### config.mk
export PLATFORM = sky130hd
export DESIGN_NAME = cmsd_div_pipe
export DESIGN_NICKNAME = d
export VERILOG_FILES = /design/src/rtl/cmsd_div_pipe.sv
export SDC_FILE = /design/constraint.sdc
export NUM_CORES = 2
export LEC_CHECK = 0
export BUFFER_PORTS_ARGS = -buffer_cell sky130_fd_sc_hd__buf_2
export CAP_MARGIN = 15
export CELL_PAD_IN_SITES_DETAIL_PLACEMENT = 1
export CELL_PAD_IN_SITES_GLOBAL_PLACEMENT = 1
export CORE_ASPECT_RATIO = 1.1
export CORE_MARGIN = 10
export CORE_UTILIZATION = 29
export CTS_BUF_LIST = sky130_fd_sc_hd__clkbuf_8 sky130_fd_sc_hd__clkbuf_16
export CTS_CLUSTER_SIZE = 20
export DETAILED_ROUTE_END_ITERATION = 7
export GPL_ROUTABILITY_DRIVEN = 0
export PLACE_DENSITY_LB_ADDON = 0.1
export SLEW_MARGIN = 20
export SYNTH_ARGS = -nofsm -noshare
export SYNTH_HDL_FRONTEND = slang
export SYNTH_SLANG_ARGS = --single-unit
### constraint.sdc
create_clock -name aclk -period 13.7 [get_ports aclk]
set_input_delay 2.055 -clock aclk [delete_from_list [all_inputs] [get_ports aclk]]
set_output_delay 2.055 -clock aclk [all_outputs]
set_load 0.005 [all_outputs]
### src/rtl/cmsd_div_pipe.sv
// pipelined restoring divider, one quotient bit per register stage
// depends on nothing but its parameters
`timescale 1ns / 1ps
module cmsd_div_pipe #(
    parameter int STEPS  = 30,
    parameter int DEN_W  = 28,
    parameter int SIDE_W = 16
) (
    input  logic              aclk,
    input  logic              aresetn,
    input  logic              in_valid,
    output logic              in_ready,
    input  logic [DEN_W-1:0]  in_rem,
    input  logic [STEPS-1:0]  in_bits,
    input  logic [DEN_W-1:0]  in_den,
    input  logic [SIDE_W-1:0] in_side,
    output logic              out_valid,
    input  logic              out_ready,
    output logic [STEPS-1:0]  out_quo,
    output logic [DEN_W-1:0]  out_rem,
    output logic [DEN_W-1:0]  out_den,
    output logic [SIDE_W-1:0] out_side
);

    logic [STEPS-1:0]  v_reg;
    logic [DEN_W-1:0]  rem_reg  [STEPS];
    logic [STEPS-1:0]  bits_reg [STEPS];
    logic [DEN_W-1:0]  den_reg  [STEPS];
    logic [SIDE_W-1:0] side_reg [STEPS];
    logic [STEPS-1:0]  en;

    logic [STEPS-1:0]  src_v;
    logic [DEN_W-1:0]  src_rem  [STEPS];
    logic [STEPS-1:0]  src_bits [STEPS];
    logic [DEN_W-1:0]  src_den  [STEPS];
    logic [SIDE_W-1:0] src_side [STEPS];
    logic [DEN_W-1:0]  rem_next [STEPS];
    logic [STEPS-1:0]  bits_next [STEPS];

    genvar i;
    generate
        for (i = 0; i < STEPS; i++) begin : g_stage
            if (i == 0) begin : g_first
                assign src_v[i]    = in_valid;
                assign src_rem[i]  = in_rem;
                assign src_bits[i] = in_bits;
                assign src_den[i]  = in_den;
                assign src_side[i] = in_side;
            end else begin : g_next
                assign src_v[i]    = v_reg[i-1];
                assign src_rem[i]  = rem_reg[i-1];
                assign src_bits[i] = bits_reg[i-1];
                assign src_den[i]  = den_reg[i-1];
                assign src_side[i] = side_reg[i-1];
            end

            if (i == STEPS - 1) begin : g_last_en
                assign en[i] = !v_reg[i] || out_ready;
            end else begin : g_mid_en
                assign en[i] = !v_reg[i] || en[i+1];
            end

            always_comb begin
                logic [DEN_W:0] trial;
                logic           ge;
                trial = {src_rem[i], src_bits[i][STEPS-1]};
                ge    = trial >= {1'b0, src_den[i]};
                rem_next[i]  = ge ? DEN_W'(trial - {1'b0, src_den[i]}) : DEN_W'(trial);
                bits_next[i] = {src_bits[i][STEPS-2:0], ge};
            end

            always_ff @(posedge aclk) begin
                if (!aresetn) begin
                    v_reg[i] <= 1'b0;
                end else if (en[i]) begin
                    v_reg[i] <= src_v[i];
                end
            end

            always_ff @(posedge aclk) begin
                if (en[i]) begin
                    rem_reg[i]  <= rem_next[i];
                    bits_reg[i] <= bits_next[i];
                    den_reg[i]  <= src_den[i];
                    side_reg[i] <= src_side[i];
                end
            end
        end
    endgenerate

    assign in_ready  = en[0];
    assign out_valid = v_reg[STEPS-1];
    assign out_quo   = bits_reg[STEPS-1];
    assign out_rem   = rem_reg[STEPS-1];
    assign out_den   = den_reg[STEPS-1];
    assign out_side  = side_reg[STEPS-1];

endmodule

==> results.txt <==
Pin placement for this block handled 210 I/O pins. The critical path ends at in_ready. The clock tree synthesis step divided the H-tree into 5 levels. The run finished with clean final reports. The DRC violations left is 0. The portion of the post-synthesis area used by sequential elements is 63.5%.

The number of antenna violations at the first check in global routing came out at 21. The die is 763 um tall. When the netlist entered floorplanning its net count stood at 11,932. The final count of pins violating max slew is 0.

The logs give 11,640 ps for the required time of the critical path and 0 for the count of maximum capacitance violations. The first global-routing pass estimated 574 mm of wire. The initial utilization of the core area, before any placement, comes to 29.2%. Across all setup checks in the final design, the least slack found is 5410 ps. The startpoint of the worst-slack reg-to-reg timing path is out_valid.

The cell area that synthesis handed to floorplanning was 146,000 um2. The register bit total from synthesis works out to 3,090. The tools report the number of clock buffers inserted by TritonCTS as 359. The number of flip-flops under the largest register name is 900, and the pre-CTS worst setup slack is 5270 ps. The antenna violation net count after detailed routing is 0. On the final layout, the worst hold slack is 393 ps.

The logs give 5 for the length of the first detailed-routing pass in iterations and 13.9% for the total global routing track utilization. The run gives 0 as the synthesis warning total. The worst clock skew is 64.1 ps, and the buffer depth of the longest clock path is 4.

The fraction of final layout cells with drive strength greater than 1 was 11.6%; the core area was 500,000 um2. For this design the ratio of total power to cell area is 238 nW/um2. The wire-length estimate of the detail-placed layout is 295 mm.

For the worst setup path, the data arrival time is 6230 ps. The tools report the maximum number of pins on one net before global-route repair as 75. The worst register-to-register path has a depth of 11.

The number of global-route vias before repair is 92,533, and the count of different cell masters after synthesis is 106. Commonest non-fill, non-tap cell in the layout: edfxtp_1. Static timing analysis puts the maximum clock frequency at 0.121 GHz.

Of the available clock period, the critical path in the final layout requires 60.5%. The final period demand of the worst path works out to 8290 ps. Of all cell types, the one taking the most synthesized area is edfxtp_1.

The average cell area after synthesis came out at 13.3 um2. The transition time of the tightest slew-check pin is 1210 ps. Detailed routing inserted a total of 85,515 vias. The worst register-to-register path ends at rem_reg[0][24]. Counting flops with an async set or reset pin after synthesis yields a share of 0%. The total overflow left after global routing is 0.

For this design, the sink count on the clock tree is 3,090. The area fraction of the dominant cell type after synthesis was 63.1%; the layout net count was 12,328. The highest net fanout along the worst path came out at 26.

The clock-pin transition on the worst setup and hold timing paths works out to 60 ps. The start-to-end type of the worst setup path is primary input to output pin. The die is 696 um wide. VDD sags by at most 113 uV. Detail-routed net length per standard cell: 20.8 um. Adding up every negative setup slack in the final design gives 0 ps. The most used flip-flop cell after synthesis is edfxtp_1. During placement, the flow inserted port buffers numbering 209. The tools report the violation count after the first detailed-route iteration as 4,115. Setup repair after global routing left no endpoint under its margin.

In this run the tightest slew margin relative to its limit is 17.1%. In this run the worst hold path is classified as flip-flop to flip-flop. Summed over all layers, the routed wires come to 379 mm. The tools report the type of destination of the critical path as an output pin.

The total die area is 531,000 um2, and the layout-stage area growth over the synthesis result is 13.8%. For the setup-violating endpoint count in the final report, the log shows 0. The critical path launch point is out_ready.

The logs give 0 for the count of cells resized by post-cts repair and 65.6 nW for the leakage power of the design. STA classifies the critical path startpoint as a primary input. In this run, synthesis inferred 3,060 flip-flops with an integrated enable. Number of cell rows: 272. The later pin in the worst-skew pair is clocked with a latency of 990 ps. Hold violation count in the final report: 0. After synthesis, the cell types taking the most area are edfxtp_1, ha_1, a21oi_1, inv_1, xnor2_1. For the hold buffer count at CTS, the log shows 0. Instance count of the mapped netlist: 10,956.

TritonCTS built the clock tree. The run gives 8270 ps as the worst setup slack for register-to-register paths. The tools report the clock root buffer master as clkbuf_16. In the layout the commonest cells are edfxtp_1, inv_1, a21oi_1. The run gives 0 as the number of post-CTS setup repair buffers. The mean number of vias per cell came out at 4.69.
metal layers:
| metal | track usage, % | share of wire [%] |
|---|---|---|
| met1 | 16.3 | 41 |
| met2 | 26.5 | 53 |
| met4 | 3.48 | 2.7 |
| met3 | 1.79 | 3.0 |
| met5 | 0 | 0.0034 |
critical path, cell delays in order:
cell and delay [ps]:
buf_2 110, and3b_1 530, and3_1 470, and4_1 500, nand2_4 440, nor2_1 450, and2_1 380, and3_1 400
and3_1 380, nand2_4 240, buf_2 200
kinds of logic after synthesis:
family,Yosys count,share of synthesized area [%]
buf+inv,1371,3.98
flops,3090,63.5
xor+xnor,646,3.88
mux,409,3.17
simple gates,2169,7.16
compound gates,2401,10.7
fa+ha+maj,870,7.63
stage by stage:
stage                     utilization [%]  cells  power, mW  instance area [um2]
final                                33.2  18237       39.5               166000
after CTS                            33.2  18225       40.2               166000
after global placement               30.9  17566       30.1               154000
after detailed placement             30.9  17566       30.4               154000
after global routing                 33.2  18228       42.3               166000
after floorplan                         -  10956       25.9               146000
cells in the mapped netlist, drive strengths merged, types with 76 or more instances:
cell    instances
edfxtp       3060
inv          1121
a21oi         938
ha            840
nor2          811
xnor2         452
mux2          375
o21ai         361
nand2         358
a21o          299
buf           202
xor2          194
o21a          173
nor3          170
nand3         133
nand2b        132
nor2b         128
nand4         122
a31oi          86
o21bai         76
layout make-up:
class	count	area, um2
Fill cell	52836	334000
Clock inverter	287	2320
Multi-Input combinational cell	6495	47600
Clock buffer	372	9220
Antenna cell	11	27.5
Timing Repair Buffer	285	1640
Tap cell	6576	8230
Sequential cell	3090	92500
Inverter	1121	4240
worst min-delay path by stage:
stage,from,end,depth (start not counted)
5_1_grt,side_reg[0][61],side_reg[1][13],0
3_5_place_dp,bits_reg[1][212],bits_reg[1][243],0
2_1_floorplan,bits_reg[0][69],bits_reg[0][100],0
6_report,bits_reg[1][12],bits_reg[1][43],0
4_1_cts,bits_reg[1][12],bits_reg[1][43],0
3_3_place_gp,bits_reg[1][300],bits_reg[1][331],0
power by group:
part	switching, mW	internal (mW)	leakage, nW
clock	3.96	5.43	5.93
combinational	8.50	6.51	27.6
sequential	1.42	13.7	32.1
Note: power is estimated with default switching activity, not from simulation.
