[src/rtl/cmsd_pkg.sv]
// shared types, constants and codes for the multisynth divider calculator
// no dependencies
`timescale 1ns / 1ps
package cmsd_pkg;

    localparam int OUTPUT_SLOTS_DEF = 8;

    localparam int XTAL_W = 27;
    localparam int FREQ_W = 28;
    localparam int VCO_W  = 30;
    localparam int DEN_W  = 28;
    localparam int QUO_W  = 30;
    localparam int FRAC_W = 20;

    localparam logic [VCO_W-1:0]  VCO_MAX      = 30'd900000000;
    localparam logic [VCO_W-1:0]  VCO_RESET    = 30'd900000000;
    localparam logic [FREQ_W-1:0] FREQ_MAX     = 28'd225000000;
    localparam logic [FREQ_W-1:0] FREQ_GAP_TOP = 28'd150000000;
    localparam logic [XTAL_W-1:0] XTAL_RESET   = 27'd25000000;
    localparam logic [3:0]        COUNT_RESET  = 4'd8;
    localparam logic [20:0]       FRAC_DEN     = 21'd1048575;
    localparam logic [17:0]       P1_MAX       = 18'd262143;
    localparam logic [19:0]       P1_OFFSET    = 20'd512;
    localparam logic [QUO_W-1:0]  A_LIMIT      = 30'd4096;
    localparam logic [6:0]        BASE_REG     = 7'd42;

    localparam logic [1:0] CFG_CRYSTAL = 2'd0;
    localparam logic [1:0] CFG_OUTPUTS = 2'd1;

    localparam logic [2:0] ST_OK        = 3'd0;
    localparam logic [2:0] ST_BAD_OUT   = 3'd1;
    localparam logic [2:0] ST_RANGE     = 3'd2;
    localparam logic [2:0] ST_BAD_DIV   = 3'd3;
    localparam logic [2:0] ST_GAP       = 3'd4;

    localparam logic [1:0] DIV4_ON      = 2'd3;

    typedef enum logic [1:0] {
        VC_IDLE,
        VC_DIVIDE,
        VC_SCALE
    } vco_state_t;

    typedef struct packed {
        logic [2:0]  output_index;
        logic [27:0] target_frequency;
        logic [7:0]  output_divider;
    } req_t;

    typedef struct packed {
        logic [2:0]  status;
        logic        use_pll_b;
        logic [6:0]  register_base;
        logic [17:0] ms_p1;
        logic [19:0] ms_p2;
        logic [19:0] ms_p3;
        logic [2:0]  r_div_code;
        logic [1:0]  div4_mode;
        logic [17:0] pll_p1;
        logic [19:0] pll_p2;
    } res_t;

    typedef struct packed {
        logic [2:0] status;
        logic       use_pll_b;
        logic [6:0] register_base;
        logic [2:0] r_div_code;
        logic [1:0] div4_mode;
    } meta_t;

    typedef struct packed {
        logic [QUO_W-1:0] a;
        meta_t            meta;
    } frac_side_t;

endpackage

[src/rtl/cmsd_vco_calc.sv]
// sequential vco rate calculation after a crystal register write
// depends on cmsd_pkg
`timescale 1ns / 1ps
module cmsd_vco_calc (
    input  logic                      aclk,
    input  logic                      aresetn,
    input  logic                      start,
    input  logic [cmsd_pkg::XTAL_W-1:0] xtal,
    output logic                      busy,
    output logic [cmsd_pkg::VCO_W-1:0]  vco
);

    cmsd_pkg::vco_state_t state_reg, state_next;
    logic [cmsd_pkg::XTAL_W-1:0] xtal_reg, xtal_next;
    logic [cmsd_pkg::XTAL_W-1:0] rem_reg, rem_next;
    logic [cmsd_pkg::VCO_W-1:0]  num_reg, num_next;
    logic [4:0]                  cnt_reg, cnt_next;
    logic [cmsd_pkg::VCO_W-1:0]  vco_reg, vco_next;
    logic [cmsd_pkg::XTAL_W:0]   trial;
    logic                        ge;
    logic [56:0]                 prod;

    assign trial = {rem_reg, num_reg[cmsd_pkg::VCO_W-1]};
    assign ge    = trial >= {1'b0, xtal_reg};
    assign prod  = xtal_reg * {num_reg[cmsd_pkg::VCO_W-1:1], 1'b0};

    always_ff @(posedge aclk) begin
        if (!aresetn) begin
            state_reg <= cmsd_pkg::VC_IDLE;
            vco_reg   <= cmsd_pkg::VCO_RESET;
            cnt_reg   <= '0;
        end else begin
            state_reg <= state_next;
            vco_reg   <= vco_next;
            cnt_reg   <= cnt_next;
        end
    end

    always_ff @(posedge aclk) begin
        xtal_reg <= xtal_next;
        rem_reg  <= rem_next;
        num_reg  <= num_next;
    end

    always_comb begin
        state_next = state_reg;
        xtal_next  = xtal_reg;
        rem_next   = rem_reg;
        num_next   = num_reg;
        cnt_next   = cnt_reg;
        vco_next   = vco_reg;
        if (start) begin
            state_next = cmsd_pkg::VC_DIVIDE;
            xtal_next  = xtal;
            rem_next   = '0;
            num_next   = cmsd_pkg::VCO_MAX;
            cnt_next   = '0;
        end else begin
            unique case (state_reg)
                cmsd_pkg::VC_IDLE: begin
                end
                cmsd_pkg::VC_DIVIDE: begin
                    rem_next = ge ? cmsd_pkg::XTAL_W'(trial - {1'b0, xtal_reg})
                                  : cmsd_pkg::XTAL_W'(trial);
                    num_next = {num_reg[cmsd_pkg::VCO_W-2:0], ge};
                    cnt_next = cnt_reg + 5'd1;
                    if (cnt_reg == 5'(cmsd_pkg::VCO_W - 1)) begin
                        state_next = cmsd_pkg::VC_SCALE;
                    end
                end
                cmsd_pkg::VC_SCALE: begin
                    vco_next   = prod[cmsd_pkg::VCO_W-1:0];
                    state_next = cmsd_pkg::VC_IDLE;
                end
                default: begin
                    state_next = cmsd_pkg::VC_IDLE;
                end
            endcase
        end
    end

    assign busy = state_reg != cmsd_pkg::VC_IDLE;
    assign vco  = vco_reg;

    property p_count_bounded;
        @(posedge aclk) disable iff (!aresetn)
        state_reg == cmsd_pkg::VC_DIVIDE |-> cnt_reg < 5'(cmsd_pkg::VCO_W);
    endproperty
    a_count_bounded: assert property (p_count_bounded) else $error("divide count overrun");

    property p_start_busy;
        @(posedge aclk) disable iff (!aresetn)
        start |=> busy;
    endproperty
    a_start_busy: assert property (p_start_busy) else $error("start not taken");

    property p_vco_stable_idle;
        @(posedge aclk) disable iff (!aresetn)
        $past(state_reg) == cmsd_pkg::VC_IDLE && $past(!start) |-> $stable(vco_reg);
    endproperty
    a_vco_stable_idle: assert property (p_vco_stable_idle) else $error("vco moved while idle");

endmodule

[config.mk]
export PLATFORM = sky130hd
export DESIGN_NAME = cmsd_vco_calc
export DESIGN_NICKNAME = d
export VERILOG_FILES = /design/src/rtl/cmsd_pkg.sv /design/src/rtl/cmsd_vco_calc.sv
export SDC_FILE = /design/constraint.sdc
export NUM_CORES = 1
export LEC_CHECK = 0
export ABC_AREA = 1
export BUFFER_PORTS_ARGS = -buffer_cell sky130_fd_sc_hd__clkbuf_2
export CORE_AREA = 2 2 187 189
export DETAILED_ROUTE_END_ITERATION = 8
export DIE_AREA = 0 0 189 191
export GPL_ROUTABILITY_DRIVEN = 0
export HOLD_SLACK_MARGIN = 0.08
export PLACE_DENSITY = 0.8
export SLEW_MARGIN = 10
export SYNTH_ARGS = -nofsm -noshare
export SYNTH_HDL_FRONTEND = slang
export SYNTH_SLANG_ARGS = --single-unit
[constraint.sdc]
create_clock -name aclk -period 5.9 [get_ports aclk]
set_input_delay 0.885 -clock aclk [delete_from_list [all_inputs] [get_ports aclk]]
set_output_delay 0.885 -clock aclk [all_outputs]
set_load 0.03 [all_outputs]
==> flow_summary.yaml <==
synthesis:
  post_synth_instance_area_sq_mm: 0.0198
  synthFlopType: "dfxtp_1"
  yosysWarningCount: 0
  synth.top_cell.area_share_pct: 33.4
  synth_area_per_cell_sq_um: 7.33
  synth.distinct_cells: 51
  synth-seq-area-share_pct: 13.5
  yosys_register_bits: 120
  most_instantiated_library_cell_after_synthesis: "inv_1"
  mappedNetlistNets: 3198
  synth_commonest_cells: "inv_1 (750), nand2_1 (725), fa_1 (331)"
  synth-edff-count: 27
  synth.largest_area_cell: "fa_1"
  ys_top_cells_by_area: "fa_1 (33%), inv_1 (14%), nand2_1 (14%), dfxtp_1 (9.4%), ha_1 (8.1%)"
  ys_async_sr_fraction_pct: 0
  postSynthCellCount: 2708
final_layout:
  largest_reg_flops: 30
  nets: 3348
  drive_above_1_share_pct: 15.1
  n_fill_cell: 2719
  layout.area.seq_sq_mm: 0.00267
  multi_input_area_sq_mm: 0.0143
  area_delta_synth_final_pct: 15.1
  post-route-cell-area_sq_mm: 0.0228
  antenna_diodes: 0
run_status:
  status: "finished, violations left"
  failed_checks: "DRC, setup timing"
job:
  cap_viol_max_count: 0
clocking:
  cts_inserted_buffers: 17
  h-tree-depth: 4
  cts_root_buf: "clkbuf_16"
  cts_num_sinks: 120
  worst_setup_hold_path_clk_slew_ps: 70
  cts_hold_buf: 0
  cts.path.max_buffers: 2
  clock_insertion_delay_at_the_later_pin_of_the_skew_report_ps: 450
  clock_tree_from_tritoncts: "done"
drt:
  drt_iter0_drc: 1487
  routedWlPerCell_um: 16.5
  drt_pass1_iterations: 8
  drt-vias-per-instance: 5.41
  drc: 1
  remaining_antenna_violation_count_after_routing: 0
  route.vias.total: 17979
  postRouteWirelength_um: 54900
setup_path:
  maximum_fanout_along_the_worst_path: 5
  timing.setup.critical_path_class: "flop to flop"
  worstPathArrival_ps: 6620
  crit_path_end_kind: "flop"
  worst_setup_start_kind: "flop"
  required_ps: 6240
  critical_path.startpoint: "xtal_reg[13]$_DFFE_PP_"
  critical_path.reg2reg.startpoint: "xtal_reg[13]$_DFFE_PP_"
floorplan:
  die-width_um: 189
  std_cell_rows: 68
  floorplan.die_area_sq_mm: 0.0361
  ioPinCount: 61
  floorplan.initialDensity_pct: 58.2
  core-area_sq_mm: 0.0341
  die_height_um: 191
timing:
  setup_ws_ps: -382
  rsz0062_at_grt: "true"
  fin_worst_skew_ps: 14.7
  final_max_slew_viol_count: 0
  timing.final.crit_share_pct: 106
  max_freq_mhz: 159
  final.min_clock_period_ps: 6280
  setup_violations: 11
  timing.max_slew.rel_slack_pct: 25.3
  worst-slew-pin-transition_ps: 1120
  hold_violations: 0
place:
  place.port_buffers: 59
  detailed_place.area_sq_mm: 0.0215
  dp_hpwl_um: 42000
  place_worst_setup_slack_ps: -414
hold_path:
  holdCritPathClass: "flop to flop"
  hp-start: "cnt_reg[3]$_SDFFE_PP0P_"
global_route:
  grt_antenna_before_repair: 0
  grt_start_max_net_pins: 66
  grt_util_all_layers_pct: 31.0
  grt_pass1_vias: 18743
  grt-ovfl-total: 0
  grt_first_pass_wirelength_um: 88700
==> cell usage in the layout (no fill, tap or decap), types with 14 or more instances in the layout <==
cell type	count
a21oi_1	83
buf_4	172
buf_6	18
clkbuf_16	17
clkbuf_2	59
dfxtp_1	92
edfxtp_1	27
fa_1	322
ha_1	113
ha_4	14
inv_1	718
inv_2	36
nand2_1	705
nand2_2	20
nand3_1	84
nor2_1	103
o21ai_0	66
o21ai_1	25
xor2_1	17
==> metal layers <==
layer | vias to the layer above | part of all wire (%) | global-route usage, %
met5 | - | 0 | 0
met4 | 0 | 4.6 | 15.0
met3 | 224 | 7.3 | 5.01
met2 | 868 | 51 | 55.5
met1 | 8726 | 37 | 36.1
li1 | 8161 | - | -
==> area by class of cell <==
cell class | instances | share of cell area [%]
clock buffers | 20 | 2.00
clock inverters | 12 | 0.504
inverters | 756 | 12.4
multi-input cells | 1708 | 62.5
flip-flops and latches | 120 | 11.7
well taps | 455 | 2.49
repair buffers | 255 | 8.34
==> stage by stage <==
step	hold WS (ps)	std cells	util, %	setup TNS [ps]
final	461	3326	66.9	-2100
after global routing	491	3326	66.9	-4430
after CTS	458	3315	65.9	-1180
after detailed placement	447	3266	63.1	-2190
after global placement	443	3266	63.1	-854
after floorplan	422	2708	-	0
==> worst max-delay path: stages (launching register included) <==
cell      delay (ps)
edfxtp_1         500
buf_4            190
nand2_1           70
inv_1             50
fa_1             510
inv_1             60
fa_1             420
inv_1            110
fa_1             450
inv_2             80
fa_1             480
inv_2             90
fa_1             420
fa_1             560
inv_2             40
fa_1             560
inv_2             70
ha_4             260
nand4_1          170
buf_4            140
inv_1             50
a21oi_2          180
nand3_2          130
buf_4            170
a21oi_2          130
nand3_1          110
nand3_1          110
nand2_1           60
==> final timing paths <==
check | slack (ps) | cells after the start | to
max | -380 | 27 | vco[29]$_SDFFE_PN1P_
min reg2reg | 460 | 1 | cnt_reg[3]$_SDFFE_PP0P_
max reg2reg | -380 | 27 | vco[29]$_SDFFE_PN1P_
min | 460 | 1 | cnt_reg[3]$_SDFFE_PP0P_
==> cells by family (layout without fill, tap and decap cells) <==
logic type | count (synthesis) | count (layout) | synth area share (%)
xor gates and xnor gates | 29 | 29 | 1.28
DFF | 120 | 120 | 13.5
adders and majority gates | 460 | 460 | 41.5
and+or+nand+nor | 979 | 979 | 20.1
AOI/OAI and AO/OA | 239 | 239 | 6.64
other | 1 | 1 | 0.0189
buffers and inverters | 880 | 1043 | 17.0
==> repair_timing <==
| action | 4_1_cts | 5_1_grt |
|---|---|---|
| pin swaps | 56 | 74 |
| buffers inserted | 18 | 11 |
| cloned | 0 | 0 |
| setup endpoints to repair | 13 | 13 |
| gates resized for setup | 66 | 81 |
Power is not shown: default switching activity piles up to over one toggle a cycle in this logic, so the estimate is an artifact.
